--- src/hdl/pps_pkg.sv ---
package pps_pkg;

    localparam int MaxPacket = 8;
    localparam int LenW      = 4;
    localparam int IdxW      = $clog2(MaxPacket);
    localparam int TimerW    = 10;
    localparam int OpW       = 3;
    localparam int DataW     = 32;
    localparam int AddrW     = 1;

    localparam logic [TimerW-1:0] AckTimeoutReset = TimerW'(12);
    localparam logic [AddrW-1:0]  RegAckTimeout   = AddrW'(0);

    typedef enum logic [OpW-1:0] {
        OP_LOAD  = 3'd0,
        OP_START = 3'd1,
        OP_ACK   = 3'd2,
        OP_RX    = 3'd3,
        OP_TICK  = 3'd4
    } t_op;

    typedef struct packed {
        logic [OpW-1:0]  operation;
        logic [2:0]      req_index;
        logic [7:0]      req_byte;
        logic [7:0]      addr_byte;
        logic            port_select;
        logic [LenW-1:0] req_length;
        logic [LenW-1:0] max_resp_length;
        logic [7:0]      rx_byte;
    } t_item;

    typedef struct packed {
        logic            send_valid;
        logic [7:0]      send_byte;
        logic            select_active;
        logic            port_out;
        logic            resp_valid;
        logic [7:0]      resp_byte;
        logic [2:0]      resp_index;
        logic            done_res;
        logic [LenW-1:0] resp_count;
        logic            busy_res;
    } t_result;

    function automatic logic [LenW-1:0] clamp_len(input logic [LenW-1:0] len);
        logic [LenW-1:0] lim;
        lim = LenW'(MaxPacket);
        return (len > lim) ? lim : len;
    endfunction

endpackage

--- src/hdl/pps_cfg.sv ---
module pps_cfg (
    input  logic                        i_clk,
    input  logic                        i_rst_n,
    input  logic                        psel,
    input  logic                        penable,
    input  logic                        pwrite,
    input  logic [pps_pkg::AddrW-1:0]   paddr,
    input  logic [pps_pkg::DataW-1:0]   pwdata,
    output logic [pps_pkg::DataW-1:0]   prdata,
    output logic                        pready,
    output logic [pps_pkg::TimerW-1:0]  o_ack_timeout
);
    import pps_pkg::*;

    logic [TimerW-1:0] r_ack_timeout;
    logic              wr_en;

    assign pready = 1'b1;
    assign wr_en  = psel && penable && pwrite && pready;

    always_ff @(posedge i_clk) begin
        if (!i_rst_n) begin
            r_ack_timeout <= AckTimeoutReset;
        end else if (wr_en && (paddr == RegAckTimeout)) begin
            r_ack_timeout <= pwdata[TimerW-1:0];
        end
    end

    always_comb begin
        unique case (paddr)
            RegAckTimeout: prdata = {{(DataW-TimerW){1'b0}}, r_ack_timeout};
            default:       prdata = '0;
        endcase
    end

    assign o_ack_timeout = r_ack_timeout;

endmodule

--- src/hdl/pps_ctrl.sv ---
module pps_ctrl (
    input  logic                        i_clk,
    input  logic                        i_rst_n,
    input  logic                        i_fire,
    input  pps_pkg::t_item              i_item,
    input  logic [pps_pkg::TimerW-1:0]  i_ack_timeout,
    output pps_pkg::t_result            o_result
);
    import pps_pkg::*;

    typedef enum logic [1:0] {
        PH_IDLE,
        PH_ADDR_ACK,
        PH_WAIT_RX,
        PH_WAIT_ACK
    } t_phase;

    t_phase            r_phase, n_phase;
    logic [TimerW-1:0] r_ack_timer, n_ack_timer;
    logic              r_ack_pending, n_ack_pending;
    logic [LenW-1:0]   r_sent_count, n_sent_count;
    logic [LenW-1:0]   r_recv_count, n_recv_count;
    logic [LenW-1:0]   r_req_len, n_req_len;
    logic [LenW-1:0]   r_max_len, n_max_len;
    logic              r_port, n_port;
    logic [7:0]        r_store [MaxPacket];

    logic [TimerW-1:0] limit;
    logic [TimerW-1:0] timer_inc;
    logic [7:0]        tx_byte;
    logic              do_advance;
    t_result           res;

    assign limit     = (i_ack_timeout == '0) ? TimerW'(1) : i_ack_timeout;
    assign timer_inc = r_ack_timer + TimerW'(1);
    assign tx_byte   = (r_sent_count < r_req_len) ? r_store[r_sent_count[IdxW-1:0]] : 8'h00;

    always_comb begin
        n_phase       = r_phase;
        n_ack_timer   = r_ack_timer;
        n_ack_pending = r_ack_pending;
        n_sent_count  = r_sent_count;
        n_recv_count  = r_recv_count;
        n_req_len     = r_req_len;
        n_max_len     = r_max_len;
        n_port        = r_port;
        do_advance    = 1'b0;
        res           = '0;

        case (i_item.operation)
            OP_START: begin
                if (r_phase == PH_IDLE) begin
                    n_port        = i_item.port_select;
                    n_req_len     = clamp_len(i_item.req_length);
                    n_max_len     = clamp_len(i_item.max_resp_length);
                    n_sent_count  = '0;
                    n_recv_count  = '0;
                    n_ack_timer   = '0;
                    n_ack_pending = 1'b0;
                    n_phase       = PH_ADDR_ACK;
                    res.send_valid = 1'b1;
                    res.send_byte  = i_item.addr_byte;
                end
            end
            OP_ACK: begin
                if (r_phase == PH_ADDR_ACK || r_phase == PH_WAIT_ACK) begin
                    n_ack_timer = '0;
                    do_advance  = 1'b1;
                end else if (r_phase == PH_WAIT_RX) begin
                    n_ack_pending = 1'b1;
                end
            end
            OP_RX: begin
                if (r_phase == PH_WAIT_RX) begin
                    res.resp_valid = 1'b1;
                    res.resp_byte  = i_item.rx_byte;
                    res.resp_index = r_recv_count[2:0];
                    n_recv_count   = r_recv_count + LenW'(1);
                    n_ack_timer    = '0;
                    if (r_ack_pending) begin
                        n_ack_pending = 1'b0;
                        do_advance    = 1'b1;
                    end else begin
                        n_phase = PH_WAIT_ACK;
                    end
                end
            end
            OP_TICK: begin
                if (r_phase == PH_ADDR_ACK || r_phase == PH_WAIT_ACK) begin
                    n_ack_timer = timer_inc;
                    if (timer_inc == '0 || timer_inc >= limit) begin
                        n_ack_timer    = '0;
                        n_phase        = PH_IDLE;
                        res.done_res   = 1'b1;
                        res.resp_count = r_recv_count;
                    end
                end
            end
            default: begin
            end
        endcase

        if (do_advance) begin
            if (n_recv_count >= r_max_len) begin
                n_phase        = PH_IDLE;
                res.done_res   = 1'b1;
                res.resp_count = n_recv_count;
            end else begin
                res.send_valid = 1'b1;
                res.send_byte  = tx_byte;
                n_sent_count   = r_sent_count + LenW'(1);
                n_ack_pending  = 1'b0;
                n_phase        = PH_WAIT_RX;
            end
        end

        res.select_active = (n_phase != PH_IDLE);
        res.port_out      = n_port;
        res.busy_res      = res.select_active;
    end

    always_ff @(posedge i_clk) begin
        if (!i_rst_n) begin
            r_phase       <= PH_IDLE;
            r_ack_timer   <= '0;
            r_ack_pending <= 1'b0;
            r_sent_count  <= '0;
            r_recv_count  <= '0;
            r_req_len     <= '0;
            r_max_len     <= '0;
            r_port        <= 1'b0;
        end else if (i_fire) begin
            r_phase       <= n_phase;
            r_ack_timer   <= n_ack_timer;
            r_ack_pending <= n_ack_pending;
            r_sent_count  <= n_sent_count;
            r_recv_count  <= n_recv_count;
            r_req_len     <= n_req_len;
            r_max_len     <= n_max_len;
            r_port        <= n_port;
        end
    end

    always_ff @(posedge i_clk) begin
        if (i_fire && (i_item.operation == OP_LOAD)) begin
            r_store[i_item.req_index[IdxW-1:0]] <= i_item.req_byte;
        end
    end

    assign o_result = res;

endmodule

--- src/hdl/pad_port_packet_sequencer.sv ---
// Master-side sequencer for a controller-port packet exchange.
// Input channel (i_in_valid / o_in_stall): each transaction is one event:
// load a request byte, start a packet, acknowledge pulse, received byte, or
// a ten-microsecond tick. Output channel (o_out_valid / i_out_stall): every
// input transaction produces exactly one result transaction carrying the byte
// to send, select and port state, a reply byte with its index, and the done
// flag with the reply count.
// An accepted transaction is held in an input register and evaluated against
// the sequencer state once the output register is free; its result is then
// registered in the output register. One transaction per cycle is sustained
// when the receiver does not stall.
// When the receiver stalls, the pending result holds its value, the input
// register keeps one more transaction, and o_in_stall rises once both are full.
// The user must write the acknowledge timeout register over the APB port only
// while the block is idle; this is not enforced. Reset idles the sequencer,
// sets the timeout to twelve ticks; request bytes must be loaded before use.
module pad_port_packet_sequencer (
    input  logic                        i_clk,
    input  logic                        i_rst_n,
    input  logic                        i_in_valid,
    output logic                        o_in_stall,
    input  logic [2:0]                  i_operation,
    input  logic [2:0]                  i_req_index,
    input  logic [7:0]                  i_req_byte,
    input  logic [7:0]                  i_addr_byte,
    input  logic                        i_port_select,
    input  logic [3:0]                  i_req_length,
    input  logic [3:0]                  i_max_resp_length,
    input  logic [7:0]                  i_rx_byte,
    output logic                        o_out_valid,
    input  logic                        i_out_stall,
    output logic                        o_send_valid,
    output logic [7:0]                  o_send_byte,
    output logic                        o_select_active,
    output logic                        o_port_out,
    output logic                        o_resp_valid,
    output logic [7:0]                  o_resp_byte,
    output logic [2:0]                  o_resp_index,
    output logic                        o_done_res,
    output logic [3:0]                  o_resp_count,
    output logic                        o_busy_res,
    input  logic                        psel,
    input  logic                        penable,
    input  logic                        pwrite,
    input  logic [pps_pkg::AddrW-1:0]   paddr,
    input  logic [pps_pkg::DataW-1:0]   pwdata,
    output logic [pps_pkg::DataW-1:0]   prdata,
    output logic                        pready
);
    import pps_pkg::*;

    logic              r_in_valid;
    t_item             r_item;
    logic              r_out_valid;
    t_result           r_result;
    logic              out_free;
    logic              fire;
    logic              in_take;
    logic [TimerW-1:0] ack_timeout;
    t_result           result;

    assign out_free   = !r_out_valid || !i_out_stall;
    assign fire       = r_in_valid && out_free;
    assign o_in_stall = r_in_valid && !out_free;
    assign in_take    = i_in_valid && !o_in_stall;

    always_ff @(posedge i_clk) begin
        if (!i_rst_n) begin
            r_in_valid <= 1'b0;
        end else if (in_take) begin
            r_in_valid <= 1'b1;
        end else if (fire) begin
            r_in_valid <= 1'b0;
        end
    end

    always_ff @(posedge i_clk) begin
        if (in_take) begin
            r_item.operation       <= i_operation;
            r_item.req_index       <= i_req_index;
            r_item.req_byte        <= i_req_byte;
            r_item.addr_byte       <= i_addr_byte;
            r_item.port_select     <= i_port_select;
            r_item.req_length      <= i_req_length;
            r_item.max_resp_length <= i_max_resp_length;
            r_item.rx_byte         <= i_rx_byte;
        end
    end

    pps_cfg u_cfg (
        .i_clk         (i_clk),
        .i_rst_n       (i_rst_n),
        .psel          (psel),
        .penable       (penable),
        .pwrite        (pwrite),
        .paddr         (paddr),
        .pwdata        (pwdata),
        .prdata        (prdata),
        .pready        (pready),
        .o_ack_timeout (ack_timeout)
    );

    pps_ctrl u_ctrl (
        .i_clk         (i_clk),
        .i_rst_n       (i_rst_n),
        .i_fire        (fire),
        .i_item        (r_item),
        .i_ack_timeout (ack_timeout),
        .o_result      (result)
    );

    always_ff @(posedge i_clk) begin
        if (!i_rst_n) begin
            r_out_valid <= 1'b0;
        end else if (fire) begin
            r_out_valid <= 1'b1;
        end else if (!i_out_stall) begin
            r_out_valid <= 1'b0;
        end
    end

    always_ff @(posedge i_clk) begin
        if (fire) begin
            r_result <= result;
        end
    end

    assign o_out_valid     = r_out_valid;
    assign o_send_valid    = r_result.send_valid;
    assign o_send_byte     = r_result.send_byte;
    assign o_select_active = r_result.select_active;
    assign o_port_out      = r_result.port_out;
    assign o_resp_valid    = r_result.resp_valid;
    assign o_resp_byte     = r_result.resp_byte;
    assign o_resp_index    = r_result.resp_index;
    assign o_done_res      = r_result.done_res;
    assign o_resp_count    = r_result.resp_count;
    assign o_busy_res      = r_result.busy_res;

endmodule
--- config.mk ---
export PLATFORM = sky130hd
export DESIGN_NAME = pad_port_packet_sequencer
export DESIGN_NICKNAME = d
export VERILOG_FILES = /design/src/hdl/pps_pkg.sv /design/src/hdl/pps_cfg.sv /design/src/hdl/pps_ctrl.sv /design/src/hdl/pad_port_packet_sequencer.sv
export SDC_FILE = /design/constraint.sdc
export NUM_CORES = 1
export LEC_CHECK = 0
export ABC_AREA = 1
export BUFFER_PORTS_ARGS = -buffer_cell sky130_fd_sc_hd__buf_2
export CAP_MARGIN = 5
export CORE_ASPECT_RATIO = 0.8
export CORE_MARGIN = 10
export CORE_UTILIZATION = 40
export DETAILED_ROUTE_END_ITERATION = 10
export GPL_ROUTABILITY_DRIVEN = 0
export GPL_TIMING_DRIVEN = 0
export SETUP_SLACK_MARGIN = 0.2
export SYNTH_ARGS = -nofsm -noshare
export SYNTH_HDL_FRONTEND = slang
export SYNTH_HIERARCHICAL = 1
export SYNTH_SLANG_ARGS = --single-unit
--- constraint.sdc ---
create_clock -name i_clk -period 6.5 [get_ports i_clk]
set_input_delay 0.325 -clock i_clk [delete_from_list [all_inputs] [get_ports i_clk]]
set_output_delay 0.325 -clock i_clk [all_outputs]
set_load 0.01 [all_outputs]
# Word-level counts from Yosys, hierarchy flattened
# Memory sizes are Yosys's and may differ from the RTL's. A register that Yosys moved wholly into a read port is not among the register bits.
# Cells that the tools add are included.
# Widths: inputs -> output; s select.
dict set report classes {
  n_eq_ne 12
  bitwise 1
  n_lt_le_gt_ge 5
  n_addsub 3
  n_mux 57
  n_reduce_logical 24
}
# cell count
set op_table {}
lappend op_table {{$mux 10} 7}
lappend op_table {{$pmux 10 s4} 1}
lappend op_table {{$mux 9} 4}
lappend op_table {{$mux 4} 8}
lappend op_table {{$mux 5} 5}
lappend op_table {{$logic_not 10->1} 2}
lappend op_table {{$mux 1} 17}
lappend op_table {{$mux 2} 7}
lappend op_table {{$mux 12} 1}
lappend op_table {{$add 10x1->10 const B} 1}
lappend op_table {{$ge 10x10->1} 1}
lappend op_table {{$ne 2x1->1 const B} 5}
lappend op_table {{$add 4x1->4 const B} 2}
lappend op_table {{$gt 4x4->1 const B} 2}
lappend op_table {{$mux 8} 1}
lappend op_table {{$pmux 4 s2} 1}
lappend op_table {{$logic_and 1x1->1} 7}
lappend op_table {{$eq 3x2->1 const B} 2}
lappend op_table {{$mux 3} 2}
lappend op_table {{$pmux 2 s3} 1}
lappend op_table {{$reduce_and 6->1} 1}
lappend op_table {{$eq 2x2->1 const B} 2}
lappend op_table {{$ge 4x4->1} 1}
lappend op_table {{$logic_not 1->1} 4}
lappend op_table {{other kinds (14)} 17}
dict set report totals {
  ram_bits 64
  regBits 109
  out_inout_bits 64
  memories 1
  wordCells 131
  inputBits 79
}
# name words width rd rd_clocked_by_memory_dff wr line_no
set memory_table {}
lappend memory_table {u_ctrl.r_store 8 8 1 1 1 pps_ctrl.sv:26} ;# logic [7:0] r_store [MaxPacket];

# Logic depth before layout (Yosys ltp)
# Gate-level depths: netlist (run 1).
dict set report logic_depth {
  word_depth 9
  mapped_depth 20
  mapped_depth_nobuf 20
}

# By module
# The synthesis (run 1) kept the hierarchy.
# mod seq_area_each_um2 n_inst cells_per_inst area_per_inst_um2
set modules_own_cells {}
lappend modules_own_cells {pps_ctrl 2582.5 1 573 5012.3}
lappend modules_own_cells {pad_port_packet_sequencer 2082.0 1 81 2137.0}
lappend modules_own_cells {pps_cfg 200.2 1 111 708.2}

# Least setup slack after synthesis (run 1)
# OpenSTA, ideal clock, no wires.
dict set report synth_timing {
  path_kind {register to register}
  start {register r_in_valid}
  end {memory u_ctrl.r_store[0][0] (enable)}
  setup_time_ps 383
  path_buffers 0
  path_slack_ps 2693
  t_arrival_ps 3423
  required_time_ps 6117
  stages_incl_launch_ff 7
  synth_period_minus_slack_ps 3807
  path_cell_list {dfxtp_1 inv_1 a21oi_1 inv_1 nor4_1 nand2_1 nor3_1}
}
dict set report synth_between {
  elab_chain_len 4
}
# element line_no
set synth_lines {}
lappend synth_lines {{start: declaration} pad_port_packet_sequencer.sv:52} ;# logic r_in_valid;
lappend synth_lines {{start signal: assignment} pad_port_packet_sequencer.sv:69} ;# r_in_valid <= 1'b0;
lappend synth_lines {{start signal: assignment} pad_port_packet_sequencer.sv:71} ;# r_in_valid <= 1'b1;
lappend synth_lines {{start signal: assignment} pad_port_packet_sequencer.sv:73} ;# r_in_valid <= 1'b0;
lappend synth_lines {{$logic_and 1x1->1} pad_port_packet_sequencer.sv:63} ;# assign fire = r_in_valid && out_free;
lappend synth_lines {{named net fire} pad_port_packet_sequencer.sv:57} ;# logic fire;
lappend synth_lines {{$logic_and 1x1->1} pps_ctrl.sv:145} ;# if (i_fire && (i_item.operation == OP_LOAD)) begin
lappend synth_lines {{$mux 1} pps_ctrl.sv:145}
lappend synth_lines {{$mux 1 (implied by the code)} pps_ctrl.sv:146} ;# r_store[i_item.req_index[IdxW-1:0]] <= i_item.req_byte;
lappend synth_lines {{end: declaration} pps_ctrl.sv:26}
# The timed path passes the listed nets, and every way through them passes these cells.

# Worst setup path in the final report (run 1)
dict set report layout_timing {
  start {register r_in_valid}
  end {memory u_ctrl.r_store[4][4] (enable)}
}
# Same word-level chain as after synthesis.

==> out/qor.txt, run 1 <==
Clock Sink Count: 177
Worst path max stage delay: 1020 ps
Post-CTS Hold Buffers: 0
max_cap viols: 0
vias post-DR: 5506
Filler cells: 1794
Pins Over Slew Limit: 0
Root Buffer: clkbuf_16
Final HPWL DP: 12900 um
outcome: complete, no violations
Seq/Total Area, Yosys: 0.619
initial antenna violation count: 1
unrepaired setup endpoints after global routing: no
wire length of the first global-routing pass: 28300 um
Setup CP Type: reg -> reg
Die W: 177 um
Crit-path slowest cell: nor3_1
Vias/cell: 4.68
synth unique cells: 42
P&R area growth vs syn: 19.8%
largest net degree at the start of global routing: 29
share of cells above drive strength 1: 0.224
Synth Area per Inst: 10.3 um^2
Reg area: 4860 um^2
top post-synthesis cells by count: nand2_1, edfxtp_1, inv_1, nor2_1, a21oi_1
CP endpoint kind: register
CP Data Arrival Time: 3620 ps
post-cts sizing count: 0
antenna-violating nets left: 0
final number of setup-violating endpoints: 0
clock buffer depth: 2
number of port buffers: 97
PwrDens: 258 nW/um^2
Ys Warns: 6
Synth area leader: edfxtp_1
Post-Route Utilization: 0.492
Overall Power: 2.43 mW
Net count, final: 1005
crit share post-route: 0.551
Slew headroom: 0.153
Cells after Synth: 765
worst hold path class: in -> reg
worst vdd ir: 0.000149 V
Initial Util: 0.410
synth top area cells: edfxtp_1, dfxtp_1, nand2_1
area occupied by multi-input gates: 2440 um^2
Tmin final: 3580 ps
Worst Path Buf+Inv: 2
clock slew at reported path FFs: 70 ps
Async S/R FF share, synth: 0
skew final: 7.97 ps
# IOs: 143
Critical Path Fanout Max: 8
share of the synthesized area in the top cell type: 0.504
Tot GR Track Use: 0.138
slew at the pin closest to its max-slew limit: 1260 ps
CP top delay family: simple AND/OR/NAND/NOR gates
TritonCTS clock tree: built
Post-synth EDFFs: 132
CP cell instances: inv_1, a21oi_4, inv_1, nor4_1, nand2_1, nor3_1
Peak Freq: 279 MHz
DRC viols: 0
Total Die Area: 25700 um^2
data required time of the worst path: 6540 ps
H-tree depth: 4
DR pass1 iterations: 6
Setup Buffers After CTS: 0
WL final: 17600 um
drt wl/cell: 15.0 um
setup TNS: 0 ps
R2R cell count: 6
CP startpoint kind: register
vias in the first global route: 5303
Hold Path Stages: 1
row cnt: 45
Core ar.: 19100 um^2
Num CTS Buffers: 17
most frequent cell after synthesis: nand2_1
Hold Vio Cnt, Final: 0
die height: 145 um
flops & latches, synth: 177
Pleak: 3.85 nW
most frequent cell on the critical path: inv_1
Critical Path Stages: 6
clk_lat worst skew: 430 ps
Iteration-0 DRC Markers: 504
GRT Residual Overflow: 0
Post-synth top flop: edfxtp_1
Cell Area, Synth: 7860 um^2
==> sequential cells by signal, indices dropped and copies added (netlist names), 2 cells and up, named ones only <==
name / flops
o_send_byte: 8
u_ctrl/r_req_len: 4
u_ctrl/r_recv_count: 4
r_item: 39
u_ctrl/r_sent_count: 4
u_ctrl/r_ack_timer: 10
u_ctrl/r_store: 64
u_cfg/o_ack_timeout: 10
u_ctrl/r_phase: 2
u_ctrl/r_max_len: 4
o_resp_count: 4
o_resp_byte: 8
o_resp_index: 3
==> power breakdown <==
part / internal (mW) / switching (mW)
Sequential: 1.25 / 0.0213
Clock: 0.571 / 0.438
Combinational: 0.0587 / 0.0936
Total: 1.88 / 0.553
==> layer usage <==
layer | vias to the layer above | GRT usage | routed length [um]
li1 | 2825 | - | -
met1 | 2475 | 0.206 | 8960
met2 | 193 | 0.183 | 6830
met3 | 13 | 0.0448 | 1660
met4 | 0 | 0.0428 | 165
met5 | - | 0 | 0
==> final cells by class <==
cell class              instances  area share
clock buffers                  18      0.0456
plain buffers                  44      0.0283
repair buffers                100      0.0574
multi-input cells             461       0.259
inverters                     104      0.0415
diodes                          1    0.000266
well taps                     258      0.0343
clock inverters                14      0.0164
flip-flops and latches        177       0.517
==> placed cells by master (no fill, tap or decap), drive strengths merged, types with 6 or more instances in the layout <==
cell and n:
ha 21, nor2 83, nand2 155, dfxtp 45
buf 131, nand4 6, edfxtp 132, a21oi 66
nor3 10, conb 23, inv 108, o21ai 35
a221oi 15, nand3 26, clkbuf 31
==> cells by family (layout without fill, tap and decap cells) <==
| logic type | Yosys count | after routing | synth area share |
|---|---|---|---|
| AO/OA/AOI/OAI | 130 | 130 | 0.0963 |
| flip-flops | 177 | 177 | 0.619 |
| buffers and inverters | 148 | 280 | 0.0836 |
| other | 2 | 24 | 0.000956 |
| XOR/XNOR | 2 | 2 | 0.00319 |
| AND/OR/NAND/NOR | 285 | 285 | 0.163 |
| adder cells (fa/ha/maj) | 21 | 21 | 0.0334 |
==> stage by stage <==
step / hold WS [ps] / setup slack (ps) / cell area, um^2 / cells
floorplan: 424 / 2690 / 7940 / 786
global placement: 453 / 205 / 8740 / 1141
detailed placement: 458 / 2750 / 8810 / 1143
CTS: 51.3 / 2800 / 9400 / 1175
global route: 44.2 / 2690 / 9410 / 1176
finish: 69.1 / 2920 / 9410 / 1177
==> worst paths after layout <==
kind / start / endpoint / slack (ps)
setup / recovery: r_in_valid / u_ctrl/r_store[4][4] / 2920
hold / removal: i_max_resp_length[2] / r_item[10] / 70
setup reg to reg: r_in_valid / u_ctrl/r_store[4][4] / 2920
hold reg to reg: u_ctrl/r_req_len[2] / u_ctrl/r_req_len[2] / 470
No activity file was read; power rests on OpenSTA's default activity.
==> run 2: changes to the inputs <==
- clock period: 6.5 -> 3.5 ns (I/O delays scaled with it)
==> run 2 against run 1 <==
Sequential share of layout area down 2.3 points. First-iteration DRC count decreased by 32%. Maximum frequency increased by 10%. Total power is 90% higher. Non-clock buffer count grew 43. Clock skew hardly changed. Flip-flop and latch count unchanged. Critical path depth rose by 2. Cell count rose by 3.6%. Largest cell class unchanged.
==> out/qor.txt, run 2 (synthesis results as in run 1) <==
outcome: complete, no violations (unchanged)
setup TNS: 0 ps (unchanged)
Iteration-0 DRC Markers: 343 (was 504)
drt wl/cell: 15.1 um (was 15.0 um)
Initial Util: 0.410 (unchanged)
Pleak: 4.04 nW (was 3.85 nW)
H-tree depth: 4 (unchanged)
largest net degree at the start of global routing: 39 (was 29)
Clock Sink Count: 177 (unchanged)
Peak Freq: 308 MHz (was 279 MHz)
diode count: 0 (was 1)
Root Buffer: clkbuf_16 (unchanged)
most frequent cells in the layout: nand2_1, edfxtp_1, buf_2, inv_1, nor2_1 (unchanged)
clock buffer depth: 2 (unchanged)
clock slew at reported path FFs: 60 ps (was 70 ps)
# IOs: 143 (unchanged)
Final HPWL DP: 12900 um (about the same)
R2R cell count: 8 (was 6)
P&R area growth vs syn: 25.4% (was 19.8%)
Clk pwr share: 0.420 (was 0.415)
wire length of the first global-routing pass: 29800 um (was 28300 um)
clk_lat worst skew: 430 ps (about the same)
DR pass1 iterations: 5 (was 6)
vias in the first global route: 5651 (was 5303)
CP Data Arrival Time: 3380 ps (was 3620 ps)
max_cap viols: 0 (unchanged)
final hold slack: 57.0 ps (was 69.1 ps)
R2R setup slack: 250 ps (was 2920 ps)
initial antenna violation count: 0 (was 1)
FF-to-FF Start: r_in_valid (unchanged)
commonest non-fill, non-tap cell in the layout: nand2_1 (unchanged)
Die W: 177 um (unchanged)
Switching Fraction: 0.210 (was 0.228)
combinational power share: 0.069 (was 0.063)
cell area after layout: 9860 um^2 (was 9410 um^2)
Net Sw Power: 0.969 mW (was 0.553 mW)
DP Area: 8800 um^2 (was 8810 um^2)
Largest register FFs: 64 (unchanged)
crit path from: r_in_valid (unchanged)
crit share post-route: 0.928 (was 0.551)
row cnt: 45 (unchanged)
DRC viols: 0 (unchanged)
WL final: 18400 um (was 17600 um)
Slew headroom: 0.451 (was 0.153)
Num CTS Buffers: 17 (unchanged)
final number of setup-violating endpoints: 0 (unchanged)
antenna-violating nets left: 0 (unchanged)
worst r2r dst: u_ctrl/r_store[4][0] (was u_ctrl/r_store[4][4])
Tmin final: 3250 ps (was 3580 ps)
P_int: 3.65 mW (was 1.88 mW)
worst hold path class: in -> reg (unchanged)
CP endpoint kind: register (unchanged)
Net count, final: 1048 (was 1005)
Reg power frac: 0.511 (was 0.522)
worst vdd ir: 0.000311 V (was 0.000149 V)
Setup CP Type: reg -> reg (unchanged)
number of port buffers: 97 (unchanged)
Tot GR Track Use: 0.146 (was 0.138)
GRT Residual Overflow: 0 (unchanged)
Core ar.: 19100 um^2 (unchanged)
skew final: 8.42 ps (was 7.97 ps)
die height: 145 um (unchanged)
Vias/cell: 4.65 (was 4.68)
crit path to: u_ctrl/r_store[4][0] (was u_ctrl/r_store[4][4])
Critical Path Fanout Max: 27 (was 8)
vias post-DR: 5667 (was 5506)
Pins Over Slew Limit: 0 (unchanged)
Overall Power: 4.62 mW (was 2.43 mW)
share of cells above drive strength 1: 0.210 (was 0.224)
CP startpoint kind: register (unchanged)
unrepaired setup endpoints after global routing: yes (was no)
PwrDens: 468 nW/um^2 (was 258 nW/um^2)
data required time of the worst path: 3630 ps (was 6540 ps)
slew at the pin closest to its max-slew limit: 821 ps (was 1260 ps)
TritonCTS clock tree: built (unchanged)
Total Die Area: 25700 um^2 (unchanged)
Hold Vio Cnt, Final: 0 (unchanged)
-- run 2: cell types whose count changed in the layout (fill, tap and decap cells not counted), moves of 2 or more --
cell and change:
clkbuf_1 +7, bufinv_16 +2, buf_4 +2, clkinvlp_4 -4, inv_6 -3, nor3_1 -2, dlygate4sd3_1 +42
-- run 2: layer usage --
layer  part of all wire  track usage
met2               0.42        0.206
met5                  0            0
met4             0.0098       0.0432
met1               0.50        0.209
met3              0.074       0.0440
-- run 2: power by group through the flow --
stage	Combinational (mW)	Sequential (mW)	Clock [mW]
after floorplan	0.168	2.40	0
after global placement	0.270	2.40	0
after detailed placement	0.281	2.40	0
after CTS	0.320	2.36	1.98
after global routing	0.363	2.36	2.07
final	0.320	2.36	1.94
-- run 2: how the worst min path moves through the flow --
stage             startpoint           to  slack (ps)  cells past startpoint
2_1_floorplan   i_rx_byte[0]    r_item[0]         270                      0
3_3_place_gp   i_req_byte[7]   r_item[32]         350                      1
3_5_place_dp   i_req_byte[4]   r_item[29]         350                      1
4_1_cts          i_out_stall  o_out_valid          30                      3
5_1_grt          i_out_stall   r_in_valid          70                      3
6_report         i_out_stall  o_out_valid          60                      3
-- run 2: repair_timing --
| action | in CTS | in global routing |
|---|---|---|
| buffers inserted | 0 | 0 |
| endpoints found under the hold margin | 42 | 0 |
| resized for setup | 4 | 4 |
| endpoints found under the setup margin | 45 | 49 |
| hold buffers | 42 | 0 |
-- run 2: critical path: stages, from the launching register on --
cell and delay [ps]:
dfxtp_1 350, inv_1 90, a21oi_4 340, buf_12 240
inv_1 130, nor4_1 690, nand2_1 340, nor3_1 490
buf_4 260
-- run 2: cell type report --
| class | instances | area [um^2] |
|---|---|---|
| buffer | 44 | 267 |
| clock buffer | 25 | 455 |
| clock inverter | 7 | 136 |
| fill | 1776 | 9290 |
| inverter | 104 | 390 |
| multi-input combinational | 461 | 2460 |
| sequential | 177 | 4860 |
| tap | 258 | 323 |
| timing repair buffer | 143 | 961 |
-- run 2: metrics by stage --
stage | setup slack [ps] | utilization | cells
2_1_floorplan | 408 | - | 786
3_3_place_gp | -1280 | 0.457 | 1141
3_5_place_dp | -33.1 | 0.460 | 1144
4_1_cts | -3.00 | 0.514 | 1218
5_1_grt | 132 | 0.515 | 1219
6_report | 253 | 0.515 | 1219
